--- config.mk ---
export PLATFORM = sky130hd
export DESIGN_NAME = mrpe_ram
export DESIGN_NICKNAME = d
export VERILOG_FILES = /design/src/design/mrpe_ram.sv
export SDC_FILE = /design/constraint.sdc
export NUM_CORES = 2
export LEC_CHECK = 0
export BUFFER_PORTS_ARGS = -buffer_cell sky130_fd_sc_hd__clkbuf_2
export CORE_MARGIN = 2
export CORE_UTILIZATION = 45
export CTS_BUF_LIST = sky130_fd_sc_hd__clkbuf_4 sky130_fd_sc_hd__clkbuf_8
export CTS_CLUSTER_DIAMETER = 60
export CTS_CLUSTER_SIZE = 12
export DETAILED_ROUTE_END_ITERATION = 8
export GPL_ROUTABILITY_DRIVEN = 0
export PLACE_DENSITY = 0.62
export RECOVER_POWER = 100
export SYNTH_ARGS = -nofsm -noshare
export SYNTH_HDL_FRONTEND = slang
export SYNTH_SLANG_ARGS = --single-unit
--- constraint.sdc ---
create_clock -name clk_i -period 4.5 [get_ports clk_i]
set_clock_uncertainty 0.15 [all_clocks]
set_input_delay 1.125 -clock clk_i [delete_from_list [all_inputs] [get_ports clk_i]]
set_output_delay 1.125 -clock clk_i [all_outputs]
set_load 0.03 [all_outputs]
--- src/design/mrpe_ram.sv ---
// generic single-write, dual-read ram with registered read data
`timescale 1ns / 1ps
module mrpe_ram #(
  parameter int WIDTH = 48,
  parameter int DEPTH = 32
) (
  input  logic                     clk_i,
  input  logic                     we_i,
  input  logic [$clog2(DEPTH)-1:0] waddr_i,
  input  logic [WIDTH-1:0]         wdata_i,
  input  logic [$clog2(DEPTH)-1:0] raddr_a_i,
  output logic [WIDTH-1:0]         rdata_a_o,
  input  logic [$clog2(DEPTH)-1:0] raddr_b_i,
  output logic [WIDTH-1:0]         rdata_b_o
);

  logic [WIDTH-1:0] mem_q [DEPTH];
  logic [WIDTH-1:0] rdata_a_q;
  logic [WIDTH-1:0] rdata_b_q;

  always_ff @(posedge clk_i) begin
    if (we_i) begin
      mem_q[waddr_i] <= wdata_i;
    end
    rdata_a_q <= mem_q[raddr_a_i];
    rdata_b_q <= mem_q[raddr_b_i];
  end

  assign rdata_a_o = rdata_a_q;
  assign rdata_b_o = rdata_b_q;

endmodule

==> results.tsv <==
stage	metric	value	unit
run_status	outcome	finished with violations	
run_status	violations	max-capacitance violations, max-slew violations	
logic_synthesis	synth-compound-area-share	7.83	%
logic_synthesis	yosysTopAreaCell	edfxtp_1	
clock_network	clk_pin_slew	0.08	ns
power_and_ir_drop	leakagePower	29.9	nW
logic_synthesis	yosys-top-cells-area	edfxtp_1, mux2i_1, a22oi_1	
logic_synthesis	synthAdderAreaFrac	0	%
floorplanning	rows	149	
worst_setup_path	cp-end-kind	register	
sta	maxSlewHeadroom	-97.5	%
worst_setup_path	cp_slowest_stage_delay	2.00	ns
logic_synthesis	ys_seq_area_share	63.9	%
worst_setup_path	critical_path_buf_inv_count	2	
worst_setup_path	regToRegSetupSlack	2.83	ns
sta	finalHoldViolations	0	
worst_setup_path	cp_max_fo	48	
logic_synthesis	synth_top_family_by_area	multiplexers	
logic_synthesis	synth_edf_count	1536	
detailed_routing	viasPerCell	6.33	
sta	worstMarginPinSlew	2.96	ns
floorplanning	fp.coreArea	165000	um^2
power_and_ir_drop	max-vdd-ir-drop	0.326	mV
global_route	grt_usage	27.2	%
clock_network	post_cts_buffers	0	
floorplanning	initial_core_util	45.4	%
worst_setup_path	cp_data_arrival_time	4.15	ns
sta	fin_setup_tns	0	ns
sta	rsz0062_at_grt	no	
floorplanning	io_pins	161	
layout	drive_gt1_share	9.12	%
floorplanning	die_w	413	um
sta	slew_violations	1249	
detailed_routing	drc_errors	0	
logic_synthesis	synthSimpleGateAreaFrac	4.39	%
logic_synthesis	syn_nets	5211	
global_route	gr-total-overflow	0	
logic_synthesis	synthTopCellsByCount	edfxtp_1, mux2i_1, nand2_1	
logic_synthesis	synth.mux.area_fraction	20.5	%
logic_synthesis	synth-xor-area-share	0	%
power_and_ir_drop	powerDensity	368	nW/um^2
clock_network	cts-root-buf	clkbuf_8	
worst_setup_path	cpLargestDelayFamily	buffers and inverters	
global_route	grt_antenna_before_repair	8	
global_route	grt_max_degree	92	
hold_path	holdPathStages	4	
logic_synthesis	async_reset_ff_share	0	%
floorplanning	die_h	413	um
clock_network	numCtsBuffers	162	
logic_synthesis	synth_top_area_share	61.4	%
logic_synthesis	syn_avg_cell_area	14.6	um^2
place	io_buffer_count	160	
worst_setup_path	rr_worst_depth	5	
global_route	grt_pass1_wl	336	mm
sta	fin_crit	3.84	ns
detailed_routing	final_antenna_net_count	0	
clock_network	clock_sinks	1632	
clock_network	worstSkewPairLatency	0.92	ns
clock_network	ctsHoldBuffers	0	
worst_setup_path	path_cells	clkbuf_1 -> or3b_1 -> nor2_4 -> clkbuf_2	
clock_network	cts_tree	done	
place	place_area	79100	um^2
worst_setup_path	cp-start-kind	input pin	
worst_setup_path	path_depth	4	
hold_path	min_path_type	reg2reg	
layout	fin_area	81700	um^2
worst_setup_path	crit_type	in2reg	
clock_network	cts.repair.resized	0	
sta	max_freq	260	MHz
detailed_routing	wirelength	236	mm
sta	finalSetupViolCount	0	
detailed_routing	vias	48216	
sta	post-route-period-util	85.4	%
logic_synthesis	ys_warn_count	0	
layout	n_fill_cell	14069	
logic_synthesis	netlist_instances	5146	
clock_network	cts_buffer_depth	3	
detailed_routing	wl_per_cell	31.0	um
floorplanning	die-area	170000	um^2
worst_setup_path	crit_required	4.80	ns
detailed_routing	first_pass_iters	5	
detailed_routing	first_iter_violations	5162	
layout	area_delta_synth_final	8.71	%
clock_network	cts_max_level	4	
logic_synthesis	ys_seq_elements	1632	
job	cap_viol_max_count	44	
logic_synthesis	synth_cell_types	25	
place	hpwl	123	mm
worst_setup_path	slowest_stage	clkbuf_2	
global_route	grt_pass1_vias	47707	
logic_synthesis	ys.flop_type	edfxtp_1	
layout	finish.net_count	5359	
logic_synthesis	synth.cell_area	75100	um^2
area by class of cell:
cell class | count | area, um^2 | share of cell area [%]
repair buffers | 365 | 2690 | 3.29
well taps | 2189 | 2740 | 3.35
diodes | 8 | 20.0 | 0.0245
clock buffers | 269 | 3130 | 3.83
flip-flops and latches | 1632 | 48000 | 58.8
clock inverters | 26 | 315 | 0.386
multi-input cells | 3133 | 24700 | 30.3
worst paths after layout:
kind / startpoint / to
max: waddr_i[1] / mem_q[20][40]$_DFFE_PP_
max reg2reg: mem_q[6][24]$_DFFE_PP_ / rdata_b_o[24]$_DFF_P_
min reg2reg: mem_q[25][36]$_DFFE_PP_ / rdata_a_o[36]$_DFF_P_
min: mem_q[25][36]$_DFFE_PP_ / rdata_a_o[36]$_DFF_P_
worst min-delay path, cell delays in order (launching register included):
cell and delay (ns):
edfxtp_1 0.35, mux2i_1 0.07, nand2_1 0.06, nand3_1 0.07
nand3_1 0.08
cells in the final DEF, fill, tap and decap left out, types with 6 or more instances in the layout:
cell and n:
nor2_4 13, dfxtp_1 96, inv_6 6, edfxtp_1 1536
nor2_1 22, a31oi_1 96, clkbuf_2 33, buf_12 59
clkbuf_8 177, buf_4 78, diode_2 8, a22oi_1 288
nand2_1 289, clkbuf_4 92, clkbuf_1 193, nand3_1 290
nor3_1 96, a21oi_1 288, a22o_1 192, mux2i_1 1536
kinds of logic (layout without fill, tap and decap cells):
family | after synthesis | after routing
AOI/OAI and AO/OA | 864 | 864
other | 0 | 8
muxes | 1536 | 1536
and+or+nand+nor | 733 | 733
buffers and inverters | 381 | 660
DFF | 1632 | 1632
per-layer routing:
layer / up-vias / track usage, % / part of all wire [%]
met5: - / 0 / 0.049
met1: 24914 / 39.4 / 43
li1: 20559 / - / -
met2: 2250 / 41.9 / 45
met3: 487 / 4.42 / 8.3
met4: 6 / 8.82 / 3.7
flip-flops by register name, summed over array words and instances (netlist names):
signal     flops
mem_q       1536
rdata_b_o     48
rdata_a_o     48
power by group:
group	internal (mW)	switching, mW
clock	4.71	5.32
sequential	16.9	0.180
combinational	0.953	2.01
stage by stage:
| step | utilization, % | hold slack, ns | power, mW | instances | setup slack, ns |
|---|---|---|---|---|---|
| after floorplan | - | 0.429 | 19.2 | 5146 | 0.0969 |
| after global placement | 47.8 | 0.450 | 20.4 | 7319 | 0.810 |
| after detailed placement | 47.8 | 0.461 | 20.4 | 7319 | 0.831 |
| after CTS | 49.9 | 0.467 | 30.2 | 7614 | 1.36 |
| after global routing | 49.4 | 0.527 | 31.0 | 7617 | 0.737 |
| final | 49.4 | 0.476 | 30.1 | 7622 | 0.658 |
Note: power is estimated with default switching activity, not from simulation.
